**config.mk**
```make
export PLATFORM = sky130hd
export DESIGN_NAME = gpu_control_status_port
export DESIGN_NICKNAME = d
export VERILOG_FILES = /design/src/hdl/gcsp_pkg.sv /design/src/hdl/gcsp_framer.sv /design/src/hdl/gcsp_ctrl_regs.sv /design/src/hdl/gpu_control_status_port.sv
export SDC_FILE = /design/constraint.sdc
export NUM_CORES = 1
export LEC_CHECK = 0
export ABC_AREA = 1
export BUFFER_PORTS_ARGS = -buffer_cell sky130_fd_sc_hd__buf_2
export CAP_MARGIN = 20
export CORE_MARGIN = 4
export CORE_UTILIZATION = 30
export DETAILED_ROUTE_END_ITERATION = 8
export GPL_TIMING_DRIVEN = 0
export REMOVE_ABC_BUFFERS = 1
export SLEW_MARGIN = 25
export SYNTH_ARGS = -nofsm -noshare
export SYNTH_HDL_FRONTEND = slang
export SYNTH_SLANG_ARGS = --single-unit
```
**constraint.sdc**
```tcl
create_clock -name clk -period 5.3 [get_ports clk]
set_input_delay 0.265 -clock clk [delete_from_list [all_inputs] [get_ports clk]]
set_output_delay 0.265 -clock clk [all_outputs]
set_load 0.005 [all_outputs]
```
**src/hdl/gcsp_pkg.sv**
```systemverilog
// Package for the GPU control/status port: codes, status masks, the GP0
// packet length table, the display resolution tables and shared structs.
// No dependencies.
`timescale 1ns / 1ps
`default_nettype none

package gcsp_pkg;

	// Access kinds carried in s_tuser
	typedef enum logic [2:0] {
		KIND_GP0_WRITE = 3'd0,
		KIND_GP1_WRITE = 3'd1,
		KIND_GP0_READ  = 3'd2,
		KIND_GP1_READ  = 3'd3,
		KIND_FIELD     = 3'd4
	} kind_t;

	// GP1 command codes (top byte of the written word)
	localparam logic [7:0] GP1_RESET      = 8'h00;
	localparam logic [7:0] GP1_CMD_RST_A  = 8'h01;
	localparam logic [7:0] GP1_CMD_RST_B  = 8'h02;
	localparam logic [7:0] GP1_DISP_EN    = 8'h03;
	localparam logic [7:0] GP1_DMA_DIR    = 8'h04;
	localparam logic [7:0] GP1_DISP_START = 8'h05;
	localparam logic [7:0] GP1_HRANGE     = 8'h06;
	localparam logic [7:0] GP1_VRANGE     = 8'h07;
	localparam logic [7:0] GP1_DISP_MODE  = 8'h08;
	localparam logic [7:0] GP1_MODE_EXT   = 8'h09;
	localparam logic [7:0] GP1_INFO       = 8'h10;

	// Info query selectors (low half of the GP1 info word)
	localparam logic [15:0] INFO_SEL_AREA_TL0 = 16'd0;
	localparam logic [15:0] INFO_SEL_AREA_TL1 = 16'd1;
	localparam logic [15:0] INFO_SEL_TEX_WIN  = 16'd2;
	localparam logic [15:0] INFO_SEL_AREA_TL  = 16'd3;
	localparam logic [15:0] INFO_SEL_AREA_BR  = 16'd4;
	localparam logic [15:0] INFO_SEL_OFFSET   = 16'd5;
	localparam logic [15:0] INFO_SEL_OFFSET2  = 16'd6;
	localparam logic [15:0] INFO_SEL_VERSION  = 16'd7;

	// DMA direction word that also aborts the packet in progress
	localparam logic [31:0] DMA_OFF_WORD = 32'h0400_0000;

	// Configuration register indexes
	localparam logic [2:0] CFG_DRAW_LEFT   = 3'd0;
	localparam logic [2:0] CFG_DRAW_TOP    = 3'd1;
	localparam logic [2:0] CFG_DRAW_RIGHT  = 3'd2;
	localparam logic [2:0] CFG_DRAW_BOTTOM = 3'd3;
	localparam logic [2:0] CFG_OFFSET_X    = 3'd4;
	localparam logic [2:0] CFG_OFFSET_Y    = 3'd5;

	// Status word masks
	localparam logic [31:0] STATUS_RESET     = 32'h1480_2000;
	localparam logic [31:0] STATUS_FORCE_SET = 32'h1c00_0000;
	localparam logic [31:0] STATUS_FORCE_CLR = 32'h0048_0000;
	localparam logic [31:0] STATUS_LACE      = 32'h8000_0000;
	localparam logic [31:0] STATUS_BUSY_BITS = 32'h1400_0000;
	localparam logic [31:0] STATUS_CMD_READY = 32'h0800_0000;
	localparam logic [31:0] STATUS_DISP_OFF  = 32'h0080_0000;
	localparam logic [31:0] STATUS_DMA_DIR   = 32'h6000_0000;
	localparam logic [31:0] STATUS_MODE      = 32'h007f_0000;

	// Drawing area reset values
	localparam logic [10:0] DRAW_RIGHT_RESET  = 11'd256;
	localparam logic [10:0] DRAW_BOTTOM_RESET = 11'd240;

	// Info query answer for the GPU version selector
	localparam logic [31:0] INFO_VERSION = 32'd2;

	// Control from the register block to the packet framer
	typedef struct packed {
		logic       write;   // GP0 word taken this cycle
		logic       abort;   // drop the packet in progress
		logic [7:0] opcode;  // top byte of the GP0 word
	} frame_ctl_t;

	// Framer answer for the current GP0 word
	typedef struct packed {
		logic [3:0] index;
		logic       complete;
	} frame_res_t;

	// Words that follow a GP0 header, by opcode
	function automatic logic [3:0] pkt_len(input logic [7:0] op);
		logic [3:0] len;
		len = 4'd0;
		unique case (op[7:2])
			6'h00: len = (op == 8'h02) ? 4'd2 : 4'd0;
			6'h08: len = 4'd3;
			6'h09: len = 4'd6;
			6'h0a: len = 4'd4;
			6'h0b: len = 4'd8;
			6'h0c: len = 4'd5;
			6'h0d: len = 4'd8;
			6'h0e: len = 4'd7;
			6'h0f: len = 4'd11;
			6'h10: len = 4'd2;
			6'h12, 6'h13, 6'h14: len = 4'd3;
			6'h16, 6'h17: len = 4'd4;
			6'h18: len = 4'd2;
			6'h19: len = 4'd3;
			6'h1a, 6'h1c, 6'h1e: len = 4'd1;
			6'h1b, 6'h1d, 6'h1f: len = 4'd2;
			6'h20: len = (op == 8'h80) ? 4'd3 : 4'd0;
			6'h28: len = (op == 8'ha0) ? 4'd2 : 4'd0;
			6'h30: len = (op == 8'hc0) ? 4'd2 : 4'd0;
			default: len = 4'd0;
		endcase
		return len;
	endfunction

	// Horizontal resolution by status bits 18:16
	function automatic logic [9:0] hres(input logic [2:0] sel);
		logic [9:0] w;
		unique case (sel)
			3'd0: w = 10'd256;
			3'd1: w = 10'd368;
			3'd2: w = 10'd320;
			3'd3: w = 10'd384;
			3'd4, 3'd5: w = 10'd512;
			3'd6, 3'd7: w = 10'd640;
		endcase
		return w;
	endfunction

	// Vertical resolution by status bits 20:19
	function automatic logic [8:0] vres(input logic [1:0] sel);
		logic [8:0] h;
		unique case (sel)
			2'd0: h = 9'd240;
			2'd1: h = 9'd480;
			2'd2: h = 9'd256;
			2'd3: h = 9'd480;
		endcase
		return h;
	endfunction

endpackage

`default_nettype wire

```
**src/hdl/gcsp_framer.sv**
```systemverilog
// GP0 packet framer: counts the words of a command packet and tags each one
// with its position and an end-of-packet flag. Depends on gcsp_pkg.
`timescale 1ns / 1ps
`default_nettype none

module gcsp_framer (
	input  wire logic                  clk,
	input  wire logic                  arst_n,
	input  wire gcsp_pkg::frame_ctl_t  ctl,
	output gcsp_pkg::frame_res_t       res
);

	logic [3:0] remain_q, position_q;
	logic [3:0] remain_d, position_d;

	// Next count: a header loads the length, a body word counts down, an abort clears it
	always_comb begin
		remain_d   = remain_q;
		position_d = position_q;
		res.index  = 4'd0;
		if (ctl.write) begin
			if (remain_q != 4'd0) begin
				remain_d   = remain_q - 4'd1;
				res.index  = position_q;
				position_d = position_q + 4'd1;
			end else begin
				remain_d   = gcsp_pkg::pkt_len(ctl.opcode);
				position_d = 4'd1;
			end
		end else if (ctl.abort) begin
			remain_d = 4'd0;
		end
		res.complete = ctl.write && (remain_d == 4'd0);
	end

	always_ff @(posedge clk or negedge arst_n) begin
		if (!arst_n) begin
			remain_q   <= 4'd0;
			position_q <= 4'd0;
		end else begin
			remain_q   <= remain_d;
			position_q <= position_d;
		end
	end

endmodule

`default_nettype wire

```
**src/hdl/gcsp_ctrl_regs.sv**
```systemverilog
// GPU control registers: status word, info latch, display start, drawing
// area configuration and the GP1 command decode. Depends on gcsp_pkg.
`timescale 1ns / 1ps
`default_nettype none

module gcsp_ctrl_regs (
	input  wire logic                 clk,
	input  wire logic                 arst_n,
	input  wire logic                 step,
	input  wire logic [2:0]           kind,
	input  wire logic [31:0]          word,
	input  wire logic                 cfg_we,
	input  wire logic [2:0]           cfg_index,
	input  wire logic [10:0]          cfg_data,
	output gcsp_pkg::frame_ctl_t      frame_ctl,
	output logic      [31:0]          read_word,
	output logic      [9:0]           display_x,
	output logic      [9:0]           display_y,
	output logic      [9:0]           display_width,
	output logic      [8:0]           display_height,
	output logic                      pal_mode
);

	// Horizontal/vertical range and the extra mode flags are taken by the
	// hardware but feed no output here, so they are not stored.
	logic [31:0] status_q, status_d;
	logic [31:0] info_q, info_d;
	logic [9:0]  start_x_q, start_x_d, start_y_q, start_y_d;
	logic        pal_q, pal_d;
	logic [9:0]  left_q, top_q;
	logic [10:0] right_q, bottom_q, offx_q, offy_q;
	logic        soft_reset;
	logic [7:0]  cmd;
	logic [31:0] right_m1, bottom_m1;
	gcsp_pkg::kind_t kind_e;

	assign cmd    = word[31:24];
	assign kind_e = gcsp_pkg::kind_t'(kind);

	// Drawing area edges minus one, wrapping when an edge is zero
	assign right_m1  = {21'd0, right_q} - 32'd1;
	assign bottom_m1 = {21'd0, bottom_q} - 32'd1;

	// Access decode and next state
	always_comb begin
		status_d   = status_q;
		info_d     = info_q;
		start_x_d  = start_x_q;
		start_y_d  = start_y_q;
		pal_d      = pal_q;
		soft_reset = 1'b0;
		read_word  = 32'd0;
		frame_ctl.write  = 1'b0;
		frame_ctl.abort  = 1'b0;
		frame_ctl.opcode = cmd;
		if (step) begin
			unique case (kind_e)
				gcsp_pkg::KIND_GP0_WRITE: begin
					frame_ctl.write = 1'b1;
					status_d = status_q | gcsp_pkg::STATUS_BUSY_BITS;
				end
				gcsp_pkg::KIND_GP1_WRITE: begin
					unique case (cmd)
						gcsp_pkg::GP1_RESET: begin
							soft_reset = 1'b1;
							status_d   = gcsp_pkg::STATUS_RESET;
						end
						gcsp_pkg::GP1_CMD_RST_A, gcsp_pkg::GP1_CMD_RST_B: begin
							status_d = status_q & ~gcsp_pkg::STATUS_CMD_READY;
							frame_ctl.abort = 1'b1;
						end
						gcsp_pkg::GP1_DISP_EN: begin
							status_d = (status_q & ~gcsp_pkg::STATUS_DISP_OFF)
								| {8'd0, word[0], 23'd0};
						end
						gcsp_pkg::GP1_DMA_DIR: begin
							frame_ctl.abort = (word == gcsp_pkg::DMA_OFF_WORD);
							status_d = (status_q & ~gcsp_pkg::STATUS_DMA_DIR)
								| {1'b0, word[1:0], 29'd0};
						end
						gcsp_pkg::GP1_DISP_START: begin
							start_x_d = word[9:0];
							start_y_d = word[19:10];
						end
						gcsp_pkg::GP1_DISP_MODE: begin
							status_d = (status_q & ~gcsp_pkg::STATUS_MODE)
								| {9'd0, word[5:0], word[6], 16'd0};
							pal_d = word[3];
						end
						gcsp_pkg::GP1_INFO: begin
							unique case (word[15:0])
								gcsp_pkg::INFO_SEL_AREA_TL0, gcsp_pkg::INFO_SEL_AREA_TL1,
								gcsp_pkg::INFO_SEL_AREA_TL:
									info_d = {12'd0, top_q, left_q};
								gcsp_pkg::INFO_SEL_AREA_BR:
									info_d = (bottom_m1 << 10) | right_m1;
								gcsp_pkg::INFO_SEL_OFFSET, gcsp_pkg::INFO_SEL_OFFSET2:
									info_d = {10'd0, offy_q, offx_q};
								gcsp_pkg::INFO_SEL_VERSION: info_d = gcsp_pkg::INFO_VERSION;
								default: info_d = 32'd0;
							endcase
						end
						default: ;
					endcase
				end
				gcsp_pkg::KIND_GP0_READ: begin
					status_d  = status_q | gcsp_pkg::STATUS_BUSY_BITS;
					read_word = info_q;
				end
				gcsp_pkg::KIND_GP1_READ: begin
					read_word = (status_q | gcsp_pkg::STATUS_FORCE_SET)
						& ~gcsp_pkg::STATUS_FORCE_CLR;
				end
				gcsp_pkg::KIND_FIELD: begin
					status_d = status_q ^ gcsp_pkg::STATUS_LACE;
				end
				default: ;
			endcase
		end
	end

	// Display fields as they stand after this access; the mode bits of the
	// status word always select the resolution
	assign display_x      = start_x_d;
	assign display_y      = start_y_d;
	assign display_width  = gcsp_pkg::hres(status_d[18:16]);
	assign display_height = gcsp_pkg::vres(status_d[20:19]);
	assign pal_mode       = pal_d;

	// State registers
	always_ff @(posedge clk or negedge arst_n) begin
		if (!arst_n) begin
			status_q  <= gcsp_pkg::STATUS_RESET;
			info_q    <= 32'd0;
			start_x_q <= 10'd0;
			start_y_q <= 10'd0;
			pal_q     <= 1'b0;
		end else begin
			status_q  <= status_d;
			info_q    <= info_d;
			start_x_q <= start_x_d;
			start_y_q <= start_y_d;
			pal_q     <= pal_d;
		end
	end

	// Drawing area configuration; GP1 reset restores the far edges
	always_ff @(posedge clk or negedge arst_n) begin
		if (!arst_n) begin
			left_q   <= 10'd0;
			top_q    <= 10'd0;
			right_q  <= gcsp_pkg::DRAW_RIGHT_RESET;
			bottom_q <= gcsp_pkg::DRAW_BOTTOM_RESET;
			offx_q   <= 11'd0;
			offy_q   <= 11'd0;
		end else if (soft_reset) begin
			right_q  <= gcsp_pkg::DRAW_RIGHT_RESET;
			bottom_q <= gcsp_pkg::DRAW_BOTTOM_RESET;
		end else if (cfg_we) begin
			unique case (cfg_index)
				gcsp_pkg::CFG_DRAW_LEFT:   left_q   <= cfg_data[9:0];
				gcsp_pkg::CFG_DRAW_TOP:    top_q    <= cfg_data[9:0];
				gcsp_pkg::CFG_DRAW_RIGHT:  right_q  <= cfg_data;
				gcsp_pkg::CFG_DRAW_BOTTOM: bottom_q <= cfg_data;
				gcsp_pkg::CFG_OFFSET_X:    offx_q   <= cfg_data;
				gcsp_pkg::CFG_OFFSET_Y:    offy_q   <= cfg_data;
				default: ;
			endcase
		end
	end

endmodule

`default_nettype wire

```
**src/hdl/gpu_control_status_port.sv**
```systemverilog
// Top level of the GPU control/status port: input register, register block,
// GP0 packet framer and result register. Depends on gcsp_pkg,
// gcsp_ctrl_regs and gcsp_framer.
`timescale 1ns / 1ps
`default_nettype none

// One bus access or field tick per input transfer, one result per access.
// An access is held in the input register, decoded there, and its result is
// captured in the output register; one access a cycle when the output side
// takes every result. The state update for an access happens in the same
// cycle as its decode, so the next access sees it at once. Configuration
// writes take effect at the next edge.
module gpu_control_status_port (
	input  wire logic        clk,
	input  wire logic        arst_n,
	// Input stream
	input  wire logic        s_tvalid,
	output logic             s_tready,
	input  wire logic [31:0] s_tdata,   // [31:0] word
	input  wire logic [2:0]  s_tuser,   // [2:0] kind
	// Result stream
	output logic             m_tvalid,
	input  wire logic        m_tready,
	// [31:0] read_word, [35:32] packet_word_index, [45:36] display_x,
	// [55:46] display_y, [65:56] display_width, [74:66] display_height,
	// [75] pal_mode, [79:76] zero
	output logic      [79:0] m_tdata,
	output logic             m_tuser,   // [0] packet_word_valid
	output logic             m_tlast,   // packet_complete
	// Configuration
	input  wire logic        cfg_we,
	input  wire logic [2:0]  cfg_index,
	input  wire logic [10:0] cfg_data
);

	logic        valid_s1;
	logic [2:0]  kind_s1;
	logic [31:0] word_s1;
	logic        advance, step;

	gcsp_pkg::frame_ctl_t frame_ctl;
	gcsp_pkg::frame_res_t frame_res;

	logic [31:0] read_word;
	logic [9:0]  display_x, display_y, display_width;
	logic [8:0]  display_height;
	logic        pal_mode;

	// Output register free, or being emptied this cycle
	assign advance  = !m_tvalid || m_tready;
	assign step     = valid_s1 && advance;
	assign s_tready = !valid_s1 || advance;

	// Input register
	always_ff @(posedge clk or negedge arst_n) begin
		if (!arst_n) begin
			valid_s1 <= 1'b0;
		end else if (s_tready) begin
			valid_s1 <= s_tvalid;
		end
	end

	always_ff @(posedge clk) begin
		if (s_tready && s_tvalid) begin
			kind_s1 <= s_tuser;
			word_s1 <= s_tdata;
		end
	end

	gcsp_ctrl_regs u_regs (
		.clk            (clk),
		.arst_n         (arst_n),
		.step           (step),
		.kind           (kind_s1),
		.word           (word_s1),
		.cfg_we         (cfg_we),
		.cfg_index      (cfg_index),
		.cfg_data       (cfg_data),
		.frame_ctl      (frame_ctl),
		.read_word      (read_word),
		.display_x      (display_x),
		.display_y      (display_y),
		.display_width  (display_width),
		.display_height (display_height),
		.pal_mode       (pal_mode)
	);

	gcsp_framer u_framer (
		.clk    (clk),
		.arst_n (arst_n),
		.ctl    (frame_ctl),
		.res    (frame_res)
	);

	// Result register
	always_ff @(posedge clk or negedge arst_n) begin
		if (!arst_n) begin
			m_tvalid <= 1'b0;
		end else if (advance) begin
			m_tvalid <= valid_s1;
		end
	end

	always_ff @(posedge clk) begin
		if (step) begin
			m_tdata <= {4'd0, pal_mode, display_height, display_width, display_y,
				display_x, frame_res.index, read_word};
			m_tuser <= frame_ctl.write;
			m_tlast <= frame_res.complete;
		end
	end

endmodule

`default_nettype wire
```
# Word level (Yosys, flattened, before mapping)
# Memories as Yosys holds them, arrays and structs flattened. A register that Yosys moved wholly into a read port is not among the register bits.
# Index checks and enable logic that the tools add are counted.
# op_classes
eq_ne	56
addsub	4
reduce_logical	44
bitwise	9
muxes	37
# op_table
operator	n
case mux 32 bit (5 select lines)	1
case mux 32 bit (4 select lines)	1
case mux 32 bit (3 select lines)	1
equality test 6 x 5 -> 1 bit, second input constant	14
2-to-1 mux 11 bit	6
equality test 16 x 3 -> 1 bit, second input constant	4
case mux 32 bit (2 select lines)	1
2-to-1 mux 10 bit	6
case mux 4 bit (13 select lines)	1
equality test 6 x 4 -> 1 bit, second input constant	8
equality test 32 x 27 -> 1 bit, second input constant	1
OR 32 x 23 -> 32 bit	1
OR 32 x 24 -> 32 bit	1
OR 32 x 31 -> 32 bit	1
OR 32 bit	1
case mux 9 bit (3 select lines)	1
equality test 8 bit, second input constant	3
subtractor 11 x 1 -> 12 bit, second input constant	2
2-to-1 mux 21 bit	1
equality test 6 bit, second input constant	3
equality test 16 x 1 -> 1 bit, second input constant	1
equality test 16 x 2 -> 1 bit, second input constant	1
equality test 8 x 2 -> 1 bit, second input constant	2
equality test 8 x 3 -> 1 bit, second input constant	2
other kinds (36)	86
# totals
mem_bits_ro	48
mem_count	1
in_bits	54
reg_bits	272
elab_cells	176
out_inout_bits	84
# mem_list
memory	words	word_bits	read_ports	rd_ports_with_merged_regs	write_ports	line	rtl
(no name shown)	8	6	1	1	0	gcsp_pkg.sv:115	unique case (sel)

# Longest topological paths before layout
# Gate-level depths: netlist of run 1.
# depth
word_depth	9
depth_mapped	14
depth_no_buf	13

# Hierarchy
# Synthesis of run 1 repeated with hierarchy kept, for this count alone.
# unflattened
cells_unflattened	1222
hier_area_um2	11666.2
# by_module_without_submodules
module	seq_area_each_um2	area_per_inst_um2	n_inst	cells_each
gcsp_ctrl_regs	3412.0	7265.7	1	941
gpu_control_status_port	3443.3	3522.1	1	130
gcsp_framer	200.2	878.3	1	151

# Worst setup path after synthesis of run 1
# Ideal clock, no wire load.
# synth_timing
path_kind	register to register
startpoint	register m_tvalid
endpoint	register m_tlast (data pin)
slack_ps	2049
setup_ps	251
path_stages_with_launch	12
t_arrival_ps	3000
path_buffers	0
synth_period_minus_slack_ps	3251
cell_sequence	dfrtp_1 nand2_1 nand2_1 inv_1 nand3_2 nor2_2 inv_1 or2_0 nand2_1 nor2_2 nand2_1 nor2_1
# synth_rtl
element	line	rtl
start, declared	gpu_control_status_port.sv:22	output logic m_tvalid,
start signal, assigned	gpu_control_status_port.sv:100	m_tvalid <= valid_s1;
end signal, assigned	gpu_control_status_port.sv:109	m_tlast <= frame_res.complete;
end, declared	gpu_control_status_port.sv:29	output logic m_tlast,

# Worst setup path after layout of run 1
# layout_timing
startpoint	register kind_s1[1]
endpoint	register m_tdata[11] (data pin)
# layout_between
elab_chain_cells	2
elab_cells_between_ends	3
classes_between	eq/ne: 2; mux: 1
# layout_rtl
element	line	rtl
start, declared	gpu_control_status_port.sv:37	logic [2:0] kind_s1;
start signal, assigned	gpu_control_status_port.sv:65	kind_s1 <= s_tuser;
equality test 3 x 2 -> 1 bit	gcsp_ctrl_regs.sv:57	unique case (kind_e)
case mux 32 bit (2 select lines) *	gcsp_ctrl_regs.sv:57	
end signal, assigned	gpu_control_status_port.sv:106	m_tdata <= {4'd0, pal_mode, display_height, display_width, display_y,
end, declared	gpu_control_status_port.sv:27	output logic [79:0] m_tdata,
# Mark *: on every way between the ends. The rest lies on a longest branch, timed or not.
# A chain may end at the register's enable or synchronous reset.

==> impl_metrics.toml, run 1 <==
[power]
p_leak_nw = 6.28
peakVddDrop_mv = 0.226
p_per_area_nw_per_um2 = 362

[synth]
synthesis.area_um2 = 10900
ys.flop_type = "dfrtp_1"
netlist.area_leader.share_pct = 31.8
synth_cell_types = 50
async_flop_share_pct = 59.3
synth_area_leaders = "dfrtp_1 32%, edfxtp_1 27%, nand2_1 11%"
avgSynthCellArea_um2 = 9.49
ys_warn_count = 0
synth-seq-cells = 246
yosysTopAreaCell = "dfrtp_1"
synthCells = 1153
ys_seq_area_share_pct = 60.9
synth-edff-count = 100

[sta]
hold_ws_ns = 0.0213
timing.fmax_ghz = 0.354
period_needed_ns = 2.83
finalMaxSlewViolations = 0
tightest_slew_ns = 0.992
finClkSkew_ns = 0.0129
fin_crit_sh_pct = 53.4
slew_headroom_pct = 33.4
rsz0062_at_grt = "no"
setup-tns-final_ns = 0
fin_ws_ns = 2.47
setup_viol = 0
hold_viol_final = 0

[floorplan]
rows = 69
die_width_um = 199
dieArea_um2 = 39600
initial_core_util_pct = 30.6
fp.coreArea_um2 = 35700
ioPinCount = 138
die_y_um = 199

[clock_tree]
root_buffer = "clkbuf_16"
htree_levels = 1
clock_latency_ns = 0.53
cts_resized = 0
cts_tree = "done"
cts_made_buffers = 26
cts.reportedPaths.clkPinSlew_ns = 0.06
clkSinkCount = 246
clk_path_buf_depth = 3

[routing]
ant_nets = 0
vias = 8181
drt_iter0_drc = 574
wl_per_cell_um = 15.1
vias_per_cell = 4.57
routed_wl_mm = 27.1
firstDrtPassIters = 5
route.detailed.drc = 0

[final_layout]
final_nets = 1369
area_delta_synth_final_pct = 21.1
drive_gt1_share_pct = 17.0

[setup_path]
critPathMaxStageDelay_ns = 0.97
worstSetupPathType = "reg -> reg"
worstPathRequired_ns = 5.57
crit_arrival_ns = 3.10
slowest_stage = "edfxtp_1"
cp_cell_sequence = "nand3_1 > o21ai_0"
path_max_fanout = 25
start_kind = "flip-flop"
crit_path_end_kind = "flip-flop"

[placement]
io_buffers = 125
hpwl_mm = 19.2
gp_congestion = 0.880
pre_cts_slack_ns = 2.39

[global_routing]
grt_overflow = 0
grt_max_degree = 75
grt_pass1_wl_mm = 43.8
grt_pass1_vias = 8013
antenna_found_initial = 8
track_usage_pct = 13.7

[run_status]
run_status = "finished, final reports clean"

[min_path]
hold_path_class = "in -> reg"

[flow_run]
maxCapViolCount = 0
==> per-layer routing <==
metal | vias up | track usage [%] | wire length (um)
met5 | - | 0 | 68
met4 | 12 | 3.24 | 519
met3 | 50 | 2.95 | 1590
met1 | 3901 | 18.6 | 12100
li1 | 4036 | - | -
met2 | 182 | 22.7 | 12900
==> state kept, by name, indices dropped and copies added, names as in the netlist, 10 cells and up <==
register	cells
u_regs.start_y_q	10
u_regs.top_q	10
u_regs.right_q	11
m_tdata	63
u_regs.left_q	10
u_regs.bottom_q	11
u_regs.start_x_q	10
word_s1	32
u_regs.offy_q	11
u_regs.status_q	28
u_regs.info_q	23
u_regs.offx_q	11
==> path summary, 6_finish.rpt <==
| check | start | endpoint | slack, ns | depth (start not counted) |
|---|---|---|---|---|
| min reg2reg | u_regs.status_q[13]$_DFFE_PN1P_ | u_regs.status_q[13]$_DFFE_PN1P_ | 0.46 | 2 |
| max reg2reg | kind_s1[1]$_DFFE_PP_ | m_tdata[11]$_SDFFCE_PN0P_ | 2.47 | 2 |
| max in group asynchronous | arst_n | u_regs.status_q[13]$_DFFE_PN1P_ | 4.17 | 3 |
| min | cfg_data[9] | u_regs.bottom_q[9]$_DFFE_PN0P_ | 0.02 | 3 |
| min in group asynchronous | arst_n | u_regs.start_x_q[8]$_DFF_PN0_ | 0.31 | 2 |
| max | kind_s1[1]$_DFFE_PP_ | m_tdata[11]$_SDFFCE_PN0P_ | 2.47 | 2 |
==> worst max-delay path: cells and delay by family (launching register included) <==
kind             cells  cell delay [ns]
AND/OR/NAND/NOR      1             0.92
AO/OA/AOI/OAI        1             0.67
flip-flops           1             0.97
==> cell type report <==
cell class	count	area, um^2
antenna	2	5.00
clock buffer	33	728
clock inverter	14	143
fill	3578	22500
inverter	148	561
multi-input combinational	720	3460
sequential	246	6670
tap	461	577
timing repair buffer	168	1110
==> repair_timing <==
action,in CTS,in global routing
hold endpoints to repair,104,0
hold buffers,38,0
endpoints found under the setup margin,0,0
setup buffers,0,0
==> report_power, final <==
group	internal [mW]	switching (mW)
registers	2.22	0.132
logic	0.227	0.367
clock network	1.11	0.739
==> layout by cell type, fill, tap and decap left out, types with 4 or more instances in the layout <==
| master | n |
|---|---|
| dfrtp_1 | 139 |
| nand4_1 | 15 |
| clkbuf_16 | 27 |
| clkinv_1 | 5 |
| o21ai_0 | 114 |
| ha_1 | 5 |
| o21ai_1 | 7 |
| conb_1 | 12 |
| nand2_1 | 330 |
| inv_2 | 10 |
| dlygate4sd3_1 | 38 |
| nor3_1 | 6 |
| nand3_1 | 72 |
| o211ai_1 | 4 |
| xor2_1 | 7 |
| nand2_2 | 5 |
| buf_2 | 124 |
| mux2_2 | 4 |
| dfstp_2 | 7 |
| nand3b_1 | 4 |
| nor2_2 | 8 |
| edfxtp_1 | 100 |
| a21oi_1 | 13 |
| clkinv_2 | 7 |
| inv_1 | 134 |
| nor2_1 | 75 |
==> synth_stat cells (4+ instances only) <==
master / n
nand2_1: 330
dfrtp_1: 139
inv_1: 136
o21ai_0: 114
edfxtp_1: 100
nor2_1: 77
nand3_1: 72
buf_4: 19
buf_2: 16
nand4_1: 15
a21oi_1: 13
clkbuf_1: 12
inv_2: 9
dfstp_2: 7
o21ai_1: 7
xor2_1: 7
nor2_2: 6
nor3_1: 6
ha_1: 5
nand2_2: 5
mux2_2: 4
nand3b_1: 4
o211ai_1: 4
==> metrics by stage <==
| stage | total power, mW | area (um^2) | utilization [%] | cells |
|---|---|---|---|---|
| 2_1_floorplan | 2.71 | 10700 | - | 1114 |
| 3_3_place_gp | 2.93 | 11900 | 33.2 | 1700 |
| 3_5_place_dp | 2.96 | 12000 | 33.5 | 1705 |
| 4_1_cts | 4.86 | 13200 | 37.0 | 1790 |
| 5_1_grt | 5.05 | 13200 | 37.1 | 1791 |
| 6_report | 4.79 | 13200 | 37.1 | 1792 |
==> logic make-up after synthesis <==
kind of cell	share of synthesized area [%]
mux	0.686
xor+xnor	0.721
compound gates	7.40
other cells	0.0343
buf+inv	7.86
simple gates	21.8
flops	60.9
fa+ha+maj	0.572
(Power assumes the default switching activity.)
==> inputs of run 2 (changes only) <==
--- a/config.mk
+++ b/config.mk
@@ -5,7 +5,7 @@
 export SDC_FILE = /design/constraint.sdc
 export NUM_CORES = 1
 export LEC_CHECK = 0
-export ABC_AREA = 1
+export ABC_AREA = 0
 export BUFFER_PORTS_ARGS = -buffer_cell sky130_fd_sc_hd__buf_2
 export CAP_MARGIN = 20
 export CORE_MARGIN = 4
==> constraint.sdc (replaced) <==
create_clock -name clk -period 2.73 [get_ports clk]
set_input_delay 0.1365 -clock clk [delete_from_list [all_inputs] [get_ports clk]]
set_output_delay 0.1365 -clock clk [all_outputs]
set_load 0.005 [all_outputs]
==> impl_metrics.toml, run 2 <==
[sta]
rsz0062_at_grt = "no"
period_needed_ns = 2.60
tightest_slew_ns = 0.891
fin_crit_sh_pct = 95.4
finalMaxSlewViolations = 0
setup_viol = 0
timing.fmax_ghz = 0.384
finClkSkew_ns = 0.0296
hold_ws_ns = 0.0304
slew_headroom_pct = 40.1
fin_ws_ns = 0.126
hold_viol_final = 0

[final_layout]
regMostFlops = "m_tdata"
area_delta_synth_final_pct = 25.8
final_nets = 1061
num_antenna_cells = 0
mostFrequentLayoutCell = "dfrtp_1"
drive_gt1_share_pct = 29.6
fin_util_pct = 38.4
stdcell_count = 1479
reg_top3 = "m_tdata x63, word_s1 x32, u_regs.status_q x28"
largest_reg_flops = 63
final_cell_mix = "139 x dfrtp_1, 125 x buf_2, 100 x edfxtp_1"

[synth]
synthAdderAreaFrac_pct = 0.590
synth-edff-count = 100
ys.flop_type = "dfrtp_1"
synthCells = 818
synth_area_leaders = "dfrtp_1 33%, edfxtp_1 28%, mux2_2 7.0%"
netlist.area_leader.share_pct = 32.8
synth-compound-area-share_pct = 9.69
ys_warn_count = 0
yosysMostFrequentCell = "dfrtp_1"
yosys.area_share.simple_pct = 12.9
synth_top_family_by_area = "simple AND/OR/NAND/NOR gates"
yosysTopAreaCell = "dfrtp_1"
synthesis.area_um2 = 10600
ys_seq_area_share_pct = 62.8
synth_mux_area_share_pct = 9.41
synth-seq-cells = 246
synth_cell_types = 70
async_flop_share_pct = 59.3
synthXorXnorAreaFrac_pct = 1.07
yosys-top-cells-count = "139 x dfrtp_1, 100 x edfxtp_1, 66 x mux2_2, 52 x nand2_1, 46 x nor2_1"
avgSynthCellArea_um2 = 13.0

[floorplan]
die_y_um = 196
rows = 68
dieArea_um2 = 38400
initial_core_util_pct = 30.6
fp.coreArea_um2 = 34700
ioPinCount = 138
die_width_um = 196

[clock_tree]
cts_tree = "done"
root_buffer = "clkbuf_16"
clkSinkCount = 246
htree_levels = 1
cts_made_buffers = 28
clock_latency_ns = 0.55
cts.reportedPaths.clkPinSlew_ns = 0.06
clk_path_buf_depth = 3

[global_routing]
antenna_found_initial = 0
grt_overflow = 0
grt_pass1_wl_mm = 42.2
grt_max_degree = 88
grt_pass1_vias = 7218
track_usage_pct = 13.6

[setup_path]
crit_arrival_ns = 3.01
start_kind = "flip-flop"
crit_path_end_kind = "flip-flop"
worstPathRequired_ns = 3.14
r2r_slack_ns = 0.13
path_max_fanout = 11
worstSetupPathType = "reg -> reg"

[routing]
wl_per_cell_um = 18.1
route.detailed.drc = 0
routed_wl_mm = 26.7
vias_per_cell = 4.87
firstDrtPassIters = 8
ant_nets = 0
drt_iter0_drc = 584
vias = 7210

[placement]
pre_cts_slack_ns = -0.509
io_buffers = 125
gp_congestion = 0.853
hpwl_mm = 17.9
dp.cells = 1358

[power]
total_power_mw = 9.55
p_leak_nw = 5.71
p_per_area_nw_per_um2 = 716
peakVddDrop_mv = 0.438

[flow_run]
maxCapViolCount = 0

[min_path]
hold_path_class = "in -> reg"

[run_status]
run_status = "finished, final reports clean"
## run 2: changes by cell type in the layout (fill, tap and decap cells not counted), moves of 27 or more
cell / before / now
nand2_1: 330 / 52
nor2_1: 75 / 44
o21ai_0: 114 / 30
a22o_1: 0 / 27
mux2_2: 4 / 66
nand3_1: 72 / 20
inv_1: 134 / 14
## run 2: stage by stage
stage	TNS, ns	area (um^2)
6_report	0	13300
3_5_place_dp	-17.15	11700
2_1_floorplan	-51.10	10300
5_1_grt	0	13300
3_3_place_gp	-335.68	11500
4_1_cts	0	13200
## run 2: worst paths after layout
| kind | from | endpoint | depth (start not counted) |
|---|---|---|---|
| setup / recovery | word_s1[29]$_DFFE_PP_ | u_regs.offx_q[4]$_DFFE_PN0P_ | 7 |
| hold / removal | cfg_data[3] | u_regs.right_q[3]$_DFFE_PN0P_ | 3 |
| hold reg to reg | u_regs.status_q[30]$_DFFE_PN0P_ | u_regs.status_q[30]$_DFFE_PN0P_ | 2 |
| setup reg to reg | word_s1[29]$_DFFE_PP_ | u_regs.offx_q[4]$_DFFE_PN0P_ | 7 |
| max in group asynchronous | arst_n | u_regs.info_q[20]$_DFFE_PN0P_ | 3 |
| min in group asynchronous | arst_n | u_regs.status_q[5]$_DFFE_PN0P_ | 2 |
## run 2: worst max-delay path, stage by stage (launching register included)
cell and delay (ns):
edfxtp_1 0.50, nor4_4 0.41, nand2_1 0.28, nor4_4 0.26
buf_4 0.19, buf_4 0.16, or4_4 0.28, mux2_2 0.37
## run 2: cells by family after synthesis
family,Yosys count
xor gates and xnor gates,13
adders and majority gates,5
other,1
muxes,91
AOI/OAI and AO/OA,140
DFF,246
buffers and inverters,75
and+or+nand+nor,247
## run 2: timing repair
action / 4_1_cts / 5_1_grt
pin swaps: 4 / 2
resized for setup: 7 / 3
buffers inserted: 10 / 12
hold buffers: 47 / 0
endpoints found under the setup margin: 62 / 48
cloned: 0 / 0
endpoints found under the hold margin: 129 / 0
## run 2: layout make-up
class                           count  area, um^2
Sequential cell                   246        6670
Fill cell                        3350       21400
Clock buffer                       38         801
Inverter                           15        58.8
Clock inverter                     14         156
Tap cell                          455         569
Multi-Input combinational cell    508        3680
Timing Repair Buffer              203        1410
## run 2: routing by layer
layer | wire length, um | up-vias | global-route usage (%)
li1 | - | 3375 | -
met1 | 12100 | 3602 | 18.9
met2 | 12500 | 194 | 22.0
met3 | 1400 | 39 | 2.27
met4 | 681 | 0 | 4.16
met5 | 0 | - | 0
## run 2: power breakdown
| group | leakage, nW | switching [mW] | internal [mW] |
|---|---|---|---|
| clock network | 0.457 | 1.52 | 2.34 |
| logic | 2.41 | 0.599 | 0.542 |
| registers | 2.85 | 0.309 | 4.25 |
| total | 5.71 | 2.42 | 7.13 |
